### config.mk
export PLATFORM = sky130hd
export DESIGN_NAME = int_to_ascii_radix
export DESIGN_NICKNAME = d
export VERILOG_FILES = /design/src/sv/ita_pkg.sv /design/src/sv/int_to_ascii_radix.sv
export SDC_FILE = /design/constraint.sdc
export NUM_CORES = 1
export LEC_CHECK = 0
export ABC_AREA = 1
export BUFFER_PORTS_ARGS = -buffer_cell sky130_fd_sc_hd__buf_2
export CAP_MARGIN = 20
export CORE_UTILIZATION = 55
export DETAILED_ROUTE_END_ITERATION = 16
export PLACE_DENSITY = 0.72
export SLEW_MARGIN = 20
export SYNTH_ARGS = -nofsm -noshare
export SYNTH_HDL_FRONTEND = slang
export SYNTH_SLANG_ARGS = --single-unit
export TNS_END_PERCENT = 50
### constraint.sdc
create_clock -name i_clk -period 3.45 [get_ports i_clk]
set_input_delay 0.5175 -clock i_clk [delete_from_list [all_inputs] [get_ports i_clk]]
set_output_delay 0.5175 -clock i_clk [all_outputs]
set_load 0.03 [all_outputs]
### src/sv/ita_pkg.sv
// Shared constants and helpers for the integer-to-ASCII radix converter.
package ita_pkg;

    // Default sizes
    localparam int DEF_MAX_DIGITS = 32;
    localparam int DEF_VALUE_BITS = 32;

    // Radix register
    localparam int          RADIX_W     = 6;
    localparam logic [5:0]  RADIX_RESET = 6'd10;
    localparam logic [5:0]  RADIX_MIN   = 6'd2;
    localparam logic [5:0]  RADIX_MAX   = 6'd36;
    localparam logic [5:0]  RADIX_DEC   = 6'd10;

    // Character codes
    localparam int          CHAR_W       = 7;
    localparam logic [6:0]  CHAR_ZERO    = 7'h30;
    localparam logic [6:0]  CHAR_LOWER_A = 7'h61;
    localparam logic [6:0]  CHAR_MINUS   = 7'h2D;
    localparam logic [5:0]  DIGIT_NINE   = 6'd9;
    localparam logic [6:0]  DIGIT_TEN    = 7'd10;

    // Clamp the programmed radix into 2..36
    function automatic logic [5:0] eff_radix(input logic [5:0] r);
        logic [5:0] res;
        res = r;
        if (r < RADIX_MIN) begin
            res = RADIX_MIN;
        end else if (r > RADIX_MAX) begin
            res = RADIX_MAX;
        end
        return res;
    endfunction

    // Digit value to lower-case ASCII
    function automatic logic [6:0] digit_char(input logic [5:0] d);
        logic [6:0] res;
        if (d > DIGIT_NINE) begin
            res = {1'b0, d} - DIGIT_TEN + CHAR_LOWER_A;
        end else begin
            res = {1'b0, d} + CHAR_ZERO;
        end
        return res;
    endfunction

endpackage

### src/sv/int_to_ascii_radix.sv
// Integer to ASCII text converter with a programmable radix.
//
// Takes one signed integer word and returns its text in the programmed radix, one
// character word per output, most significant first, with o_last_char set on the
// final character. In radix 10 a negative value is led by '-'; in any other radix
// the value is read as unsigned. Digits come from a bit-serial restoring divider
// that yields one quotient bit per cycle; each character then takes two steps
// (digit store read, output load) and a sign one output load, and each output
// load waits while the output is stalled. The input stall is held for the whole
// conversion; the last character may still wait in the output register while
// the next word is accepted. The radix register must be written only while the
// block is idle; the block itself does not enforce this.
module int_to_ascii_radix #(
    parameter int MAX_DIGITS = ita_pkg::DEF_MAX_DIGITS,
    parameter int VALUE_BITS = ita_pkg::DEF_VALUE_BITS
) (
    input  logic                                i_clk,
    input  logic                                i_rst_n,
    // input channel
    input  logic                                i_valid,
    output logic                                o_stall,
    input  logic signed [VALUE_BITS-1:0]        i_value,
    // configuration
    input  logic                                i_cfg_we,
    input  logic [ita_pkg::RADIX_W-1:0]         i_cfg_data,
    // output channel
    output logic                                o_valid,
    input  logic                                i_stall,
    output logic [ita_pkg::CHAR_W-1:0]          o_text_char,
    output logic                                o_last_char
);

    localparam int IDX_W  = $clog2(MAX_DIGITS);
    localparam int CNT_W  = $clog2(MAX_DIGITS + 1);
    localparam int STEP_W = $clog2(VALUE_BITS);
    localparam logic [STEP_W-1:0] STEP_LAST = STEP_W'(VALUE_BITS - 1);
    localparam logic [CNT_W:0]    CNT_LIMIT = (CNT_W + 1)'(MAX_DIGITS);

    typedef enum logic [2:0] {
        S_IDLE,
        S_DIV,
        S_SIGN,
        S_READ,
        S_LOAD
    } t_state;

    t_state                         r_state;
    logic [ita_pkg::RADIX_W-1:0]    r_radix_cfg;
    logic [ita_pkg::RADIX_W-1:0]    r_base;
    logic [VALUE_BITS-1:0]          r_quo;      // remaining magnitude / quotient
    logic [ita_pkg::RADIX_W-1:0]    r_rem;
    logic [STEP_W-1:0]              r_step;
    logic [CNT_W-1:0]               r_cnt;
    logic                           r_neg;
    logic [IDX_W-1:0]               r_idx;
    logic [ita_pkg::RADIX_W-1:0]    r_rd;
    logic                           r_ovalid;
    logic [ita_pkg::CHAR_W-1:0]     r_char;
    logic                           r_last;

    logic [ita_pkg::RADIX_W-1:0]    digit_mem [MAX_DIGITS];

    // Accept-time decode
    logic [VALUE_BITS-1:0]          val_u;
    logic [ita_pkg::RADIX_W-1:0]    base_in;
    logic                           neg_in;
    logic [VALUE_BITS-1:0]          mag_in;
    logic                           in_acc;

    // Divider step
    logic [ita_pkg::RADIX_W:0]      rem_sh;
    logic                           q_bit;
    logic [ita_pkg::RADIX_W:0]      rem_sub;
    logic [ita_pkg::RADIX_W-1:0]    n_rem;
    logic [VALUE_BITS-1:0]          n_quo;
    logic                           digit_done;
    logic [CNT_W:0]                 cnt_chk;
    logic                           more_digits;

    logic                           out_free;
    logic [ita_pkg::CHAR_W-1:0]     rd_char;

    assign o_stall     = (r_state != S_IDLE);
    assign in_acc      = i_valid && (r_state == S_IDLE);
    assign o_valid     = r_ovalid;
    assign o_text_char = r_char;
    assign o_last_char = r_last;
    assign out_free    = !r_ovalid || !i_stall;

    // Sign handling: only radix 10 reads the value as signed
    always_comb begin
        val_u   = i_value;
        base_in = ita_pkg::eff_radix(r_radix_cfg);
        neg_in  = (base_in == ita_pkg::RADIX_DEC) && val_u[VALUE_BITS-1];
        mag_in  = neg_in ? (~val_u + VALUE_BITS'(1)) : val_u;
    end

    // One restoring division step: shift in next dividend bit, trial subtract
    always_comb begin
        rem_sh      = {r_rem, r_quo[VALUE_BITS-1]};
        rem_sub     = rem_sh - {1'b0, r_base};
        q_bit       = (rem_sh >= {1'b0, r_base});
        n_rem       = q_bit ? rem_sub[ita_pkg::RADIX_W-1:0] : rem_sh[ita_pkg::RADIX_W-1:0];
        n_quo       = {r_quo[VALUE_BITS-2:0], q_bit};
        digit_done  = (r_state == S_DIV) && (r_step == STEP_LAST);
        cnt_chk     = {1'b0, r_cnt} + (CNT_W + 1)'(1) + (CNT_W + 1)'(r_neg);
        more_digits = (n_quo != '0) && (cnt_chk < CNT_LIMIT);
    end

    assign rd_char = ita_pkg::digit_char(r_rd);

    // Digit store, least significant digit at entry 0
    always_ff @(posedge i_clk) begin
        if (digit_done) begin
            digit_mem[r_cnt[IDX_W-1:0]] <= n_rem;
        end
        if (r_state == S_READ) begin
            r_rd <= digit_mem[r_idx];
        end
    end

    // Sequencer, divider registers and output register
    always_ff @(posedge i_clk) begin
        if (!i_rst_n) begin
            r_state     <= S_IDLE;
            r_radix_cfg <= ita_pkg::RADIX_RESET;
            r_quo       <= '0;
            r_cnt       <= '0;
            r_neg       <= 1'b0;
            r_ovalid    <= 1'b0;
            r_step      <= '0;
            r_rem       <= '0;
            r_idx       <= '0;
            r_base      <= ita_pkg::RADIX_DEC;
            r_char      <= '0;
            r_last      <= 1'b0;
        end else begin
            if (i_cfg_we) begin
                r_radix_cfg <= i_cfg_data;
            end

            // output word leaves when taken
            if (r_ovalid && !i_stall) begin
                r_ovalid <= 1'b0;
            end

            case (r_state)
                S_IDLE: begin
                    if (in_acc) begin
                        r_base  <= base_in;
                        r_neg   <= neg_in;
                        r_quo   <= mag_in;
                        r_rem   <= '0;
                        r_step  <= '0;
                        r_cnt   <= '0;
                        r_state <= S_DIV;
                    end
                end
                S_DIV: begin
                    r_quo  <= n_quo;
                    r_rem  <= n_rem;
                    r_step <= r_step + STEP_W'(1);
                    if (r_step == STEP_LAST) begin
                        r_rem  <= '0;
                        r_step <= '0;
                        if (more_digits) begin
                            r_cnt <= r_cnt + CNT_W'(1);
                        end else begin
                            r_idx   <= r_cnt[IDX_W-1:0];
                            r_state <= r_neg ? S_SIGN : S_READ;
                        end
                    end
                end
                S_SIGN: begin
                    if (out_free) begin
                        r_ovalid <= 1'b1;
                        r_char   <= ita_pkg::CHAR_MINUS;
                        r_last   <= 1'b0;
                        r_state  <= S_READ;
                    end
                end
                S_READ: begin
                    r_state <= S_LOAD;
                end
                S_LOAD: begin
                    if (out_free) begin
                        r_ovalid <= 1'b1;
                        r_char   <= rd_char;
                        r_last   <= (r_idx == '0);
                        if (r_idx == '0) begin
                            r_state <= S_IDLE;
                        end else begin
                            r_idx   <= r_idx - IDX_W'(1);
                            r_state <= S_READ;
                        end
                    end
                end
                default: begin
                    r_state <= S_IDLE;
                end
            endcase
        end
    end

endmodule
* After elaboration in Yosys (flattened, before gate mapping)
Memory sizes are Yosys's and may differ from the RTL's. A register that Yosys moved wholly into a read port is not among the register bits.
Index checks and enable logic that the tools add are counted.
** Storage, ports and cells
- Memories kept :: 1
- Memory bits (writable) :: 192
- Output and inout port bits :: 10
- Register bits after elaboration :: 79
- Logic and storage cells :: 104
** Operators by class
- Order comparisons :: 5
- Bitwise operators :: 1
- Multiplexer cells :: 40
- Add/subtract/negate cells :: 10
- Reductions and logical operators :: 22
- Equal/unequal tests :: 13
** Memory list
- digit_mem :: words 32, width 6, rd ports 1, clocked after Yosys merged registers in 1, wr ports 1, RTL line int_to_ascii_radix.sv:61 : logic [ita_pkg::RADIX_W-1:0] digit_mem [MAX_DIGITS];
** Operators with widths (number)
- $mux W32 :: 2
- $pmux W32 S2 :: 1
- $mux W6 :: 7
- $add A32 B1 Y32 const B :: 1
- $not A32 Y32 :: 1
- $reduce_bool A32 Y1 :: 1
- $mux W5 :: 6
- $pmux W6 S2 :: 2
- $mux W7 :: 3
- $pmux W5 S2 :: 2
- $mux W3 :: 5
- $pmux W3 S5 :: 1
- $pmux W7 S2 :: 1
- $ne A2 B2 Y1 const B :: 6
- $reduce_and A5 Y1 :: 2
- $mux W1 :: 8
- $add A6 B1 Y7 const B :: 1
- $add A6 B6 Y7 const B :: 1
- $add A7 B1 Y7 :: 1
- $add A7 B7 Y7 const B :: 1
- $ge A7 B6 Y1 :: 1
- $lt A7 B6 Y1 const B :: 1
- $sub A6 B4 Y7 const B :: 1
- $add A6 B1 Y6 const B :: 1
- other kinds (25) :: 34

* Logic depth before layout (Yosys ltp)
- Word-level depth :: 8
- Depth in mapped cells :: 15

* Worst setup path after synthesis
No wires, ideal clock.
- Path kind :: register to register
- From :: register r_base[2] (netlist name)
- To :: memory digit_mem[0][5] (netlist name), data pin
- Setup slack :: 1.039 ns
- Cell stages (with the launch flop) :: 12
- Data required time :: 3.093 ns
- Data arrival time :: 2.054 ns
- Cell sequence :: dfxtp_1 -> inv_1 -> ha_1 -> nand3_1 -> nand2_1 -> nand2_1 -> nand2_1 -> nor2_2 -> buf_6 -> inv_2 -> nor2_1 -> nor2_1
** Between the ends
- Cells in the longest elaborated chain, start to end :: 2
** Ends and longest elaborated chain
- start: declaration :: RTL line int_to_ascii_radix.sv:49 : logic [ita_pkg::RADIX_W-1:0] r_base;
- start signal: assignment :: RTL line int_to_ascii_radix.sv:134 : r_base <= ita_pkg::RADIX_DEC;
- start signal: assignment :: RTL line int_to_ascii_radix.sv:150 : r_base <= base_in;
- $sub A6 B6 Y6 or $ge A7 B6 Y1 (tied branches) :: RTL line int_to_ascii_radix.sv:101, int_to_ascii_radix.sv:102
- $mux W6 * :: RTL line int_to_ascii_radix.sv:103 : n_rem = q_bit ? rem_sub[ita_pkg::RADIX_W-1:0] : rem_sh[ita_pkg::RADIX_W-1:0];
- net n_rem (one bit) :: RTL line int_to_ascii_radix.sv:74 : logic [ita_pkg::RADIX_W-1:0] n_rem;
- end: declaration :: RTL line int_to_ascii_radix.sv:61
The timed path passes the listed nets; every way through them passes the cells marked *.

* Worst setup path after layout
- From :: register r_base[2] (netlist name)
- To :: register r_rem[3] (netlist name)
** Between the ends
- Cells in the longest elaborated chain, start to end :: 4
** Ends and longest elaborated chain
- $sub A6 B6 Y6 or $ge A7 B6 Y1 (tied branches) :: RTL line int_to_ascii_radix.sv:101, int_to_ascii_radix.sv:102
- $mux W6 * :: RTL line int_to_ascii_radix.sv:103
- net n_rem (one bit) :: RTL line int_to_ascii_radix.sv:74
- $mux W6 * :: RTL line int_to_ascii_radix.sv:163 : if (r_step == STEP_LAST) begin
- $pmux W6 S2 * :: RTL line int_to_ascii_radix.sv:147 : case (r_state)
- end signal: assignment :: RTL line int_to_ascii_radix.sv:161 : r_rem <= n_rem;
- end: declaration :: RTL line int_to_ascii_radix.sv:51 : logic [ita_pkg::RADIX_W-1:0] r_rem;
Marks and branches as above.
A chain may end at the register's enable or synchronous reset.

==> results.json <==
{
  "max_stage_delay_ns": 0.50,
  "status": "finished clean",
  "p_switching_mw": 4.14,
  "place_congestion": 0.926,
  "hold_path_class": "in2reg",
  "htree_levels": 1,
  "wirelength_mm": 32.0,
  "grt.overflow.total": 0,
  "finClkSkew_ns": 0.0179,
  "start_util_pct": 56.6,
  "synth_seq_cells": 277,
  "finalMaxSlewViolations": 0,
  "rsz0062_at_grt": "false",
  "synthDistinctLibCells": 47,
  "crit_arrival_ns": 3.22,
  "layout-drive-gt1-share_pct": 11.1,
  "synthesis.area_um2": 13400,
  "grt_pass1_wl_mm": 50.8,
  "core_region_area_um2": 23800,
  "clock_sinks": 277,
  "clockBufferDepth": 3,
  "layout_setup_ws_ns": 0.693,
  "diodes": 0,
  "ir_drop_uv": 840,
  "syn2layout_area_growth_pct": 10.1,
  "worst_setup_path_start_kind": "flop",
  "antenna_left": 0,
  "swShare_pct": 37.9,
  "async_flop_share_pct": 0,
  "synth_edf_count": 198,
  "post-place-ws_ns": 0.773,
  "portBuffers": 52,
  "clock_latency_ns": 0.54,
  "grtUsageTotal_pct": 26.3,
  "drt_pass1_iterations": 5,
  "ctsRootBufferMaster": "clkbuf_16",
  "via_per_inst": 5.55,
  "setup_violations": 0,
  "maxSlewHeadroom_pct": 37.4,
  "worstPathRequired_ns": 3.91,
  "p_leak_nw": 5.74,
  "die_w_um": 158,
  "tns_ns": 0,
  "highest_layer": "met4",
  "max_freq_mhz": 363,
  "critPathMaxFanout": 17,
  "clk_pin_slew_worst_paths_ns": 0.08,
  "end_kind": "flop",
  "num_rows": 56,
  "drtIter0Drc": 786,
  "wl_met3_mm": 1.86,
  "fill_cells": 1976,
  "p_clk_share_pct": 27.0,
  "combPwrFrac_pct": 35.0,
  "grt_pass1_vias": 9721,
  "synthesis.nets": 1573,
  "critPathKind": "reg2reg",
  "yosysSeqAreaShare_pct": 56.0,
  "period_minus_slack_ns": 2.76,
  "seqPwrFrac_pct": 38.0,
  "post-route-drc-count": 0,
  "cts_buffers": 28,
  "cpMaxStageDelayCell": "nor2_2",
  "io_pins": 53,
  "dp_hpwl_mm": 21.7,
  "final_hold_viol_count": 0,
  "reg2reg_slack_ns": 0.69,
  "cts-resized-gates": 0,
  "wl_met2_mm": 15.2,
  "cp_cell_sequence": "inv_1, ha_1, a21oi_1, nand2_1, nand2_1, nand2_1, nor2_2, nand2_1, o21ai_2, buf_4, nand2_1, a21oi_1",
  "fp.dieH_um": 158,
  "drv_cap": 0,
  "power_density_nw_per_um2": 738,
  "whs_ns": 0.184,
  "finalCritPeriodShare_pct": 79.9,
  "wl_met1_mm": 14.0,
  "die_area_um2": 25100,
  "post_drt_wl_per_cell_um": 17.0,
  "ys.flop_type": "edfxtp_1",
  "cp_common_cell": "nand2_1",
  "cts_setup_buffers": 0,
  "synth.avg_cell_area_um2": 8.91,
  "p_int_mw": 6.78,
  "ys_warn_count": 0,
  "vias": 10439,
  "grt_max_degree": 111,
  "cts_tree": "yes",
  "hold_buffers": 0,
  "antenna_found_initial": 0,
  "worst_pin_slew_ns": 0.938,
  "synth_cells": 1509,
  "nets": 1604
}
## per-stage QoR
step / instances / area, um2 / utilization (%) / power (mW)
after global routing: 1881 / 14800 / 62.3 / 11.5
final: 1881 / 14800 / 62.3 / 10.9
after CTS: 1881 / 14800 / 62.3 / 10.9
after floorplan: 1509 / 13400 / - / 6.90
after detailed placement: 1829 / 13900 / 58.5 / 8.00
after global placement: 1829 / 13900 / 58.5 / 7.93
## kinds of logic after synthesis
family                   after synthesis  share of synthesized area [%]
AND/OR/NAND/NOR                      690                           21.6
AO/OA/AOI/OAI                        289                           12.5
flip-flops                           277                           56.0
buffers and inverters                215                           6.82
adder cells (fa/ha/maj)               21                           2.01
XOR/XNOR                              17                           1.11
## state kept, by name, summed over array words and instances, names as in the netlist
signal / flops
digit_mem: 192
r_step: 5
o_valid: 1
r_idx: 5
r_base: 6
r_rd: 6
r_neg: 1
o_text_char: 7
r_quo: 32
o_last_char: 1
r_radix_cfg: 6
r_rem: 6
r_state: 3
r_cnt: 6
## final timing paths
kind,start,end,cells past startpoint
worst max-delay path,r_base[2],r_rem[3],12
worst min-delay path,i_cfg_data[1],r_radix_cfg[1],3
worst max register to register,r_base[2],r_rem[3],12
worst min register to register,o_text_char[4],o_text_char[4],2
## synth_stat cells (all sizes together) (2+ instances only)
master  count  area [um2]
a21oi      93         480
a221oi     12         105
a31oi       2        12.5
buf        44         269
clkbuf     25        98.8
clkinv      2        8.75
dfxtp      79        1580
edfxtp    198        5950
ha         20         250
inv       144         541
nand2     347        1350
nand3      95         490
nand4      11        68.8
nor2      219         878
nor3        7        45.0
o21ai     110         577
o21bai     10        75.1
o221ai     15         131
o22ai      43         269
or2         8        50.1
xnor2       5        43.8
xor2       12         105
## power by group through the flow
stage | sequential [mW] | combinational [mW] | clock [mW]
after floorplan | 4.19 | 2.71 | 0
after global placement | 4.22 | 3.71 | 0
after detailed placement | 4.22 | 3.78 | 0
after CTS | 4.15 | 3.81 | 2.97
after global routing | 4.18 | 4.27 | 3.10
final | 4.15 | 3.82 | 2.95
## critical path: cells and delay by family (launching register included)
family | cells | cell delay (ns)
AOI/OAI and AO/OA | 3 | 0.67
buffers and inverters | 2 | 0.39
and+or+nand+nor | 6 | 0.96
adders and majority gates | 1 | 0.35
DFF | 1 | 0.30
## routing by layer
| metal | GRT usage (%) | vias to the layer above |
|---|---|---|
| met1 | 35.4 | 4893 |
| li1 | - | 5170 |
| met4 | 8.79 | 0 |
| met2 | 44.1 | 318 |
| met5 | 0 | - |
| met3 | 3.10 | 58 |
## cell type report
type / instances / area [um2] / share of cell area [%]
clock inverter: 20 / 159 / 1.07
multi-input combinational: 1017 / 5020 / 33.9
sequential: 277 / 7530 / 50.9
timing repair buffer: 70 / 408 / 2.76
inverter: 146 / 549 / 3.71
tap: 319 / 399 / 2.70
clock buffer: 32 / 737 / 4.98
## cell usage in the layout, fill, tap and decap left out, drive strengths merged
cell type    n
edfxtp     198
a21oi       93
ha          20
clkinvlp     4
a31oi        2
bufinv       2
nor3         7
inv        145
o221ai      15
nor2       219
a221oi      12
nand3b       1
a211oi       1
o21bai      10
o21ai      110
clkinv      15
buf         70
o211ai       1
or2          8
o31ai        1
o22ai       43
nor3b        1
xnor2        5
o2111ai      1
nand4       11
xor2        12
dfxtp       79
clkbuf      32
nand2      347
nand3       95
nor4         1
fa           1
Note: power is estimated with default switching activity, not from simulation.
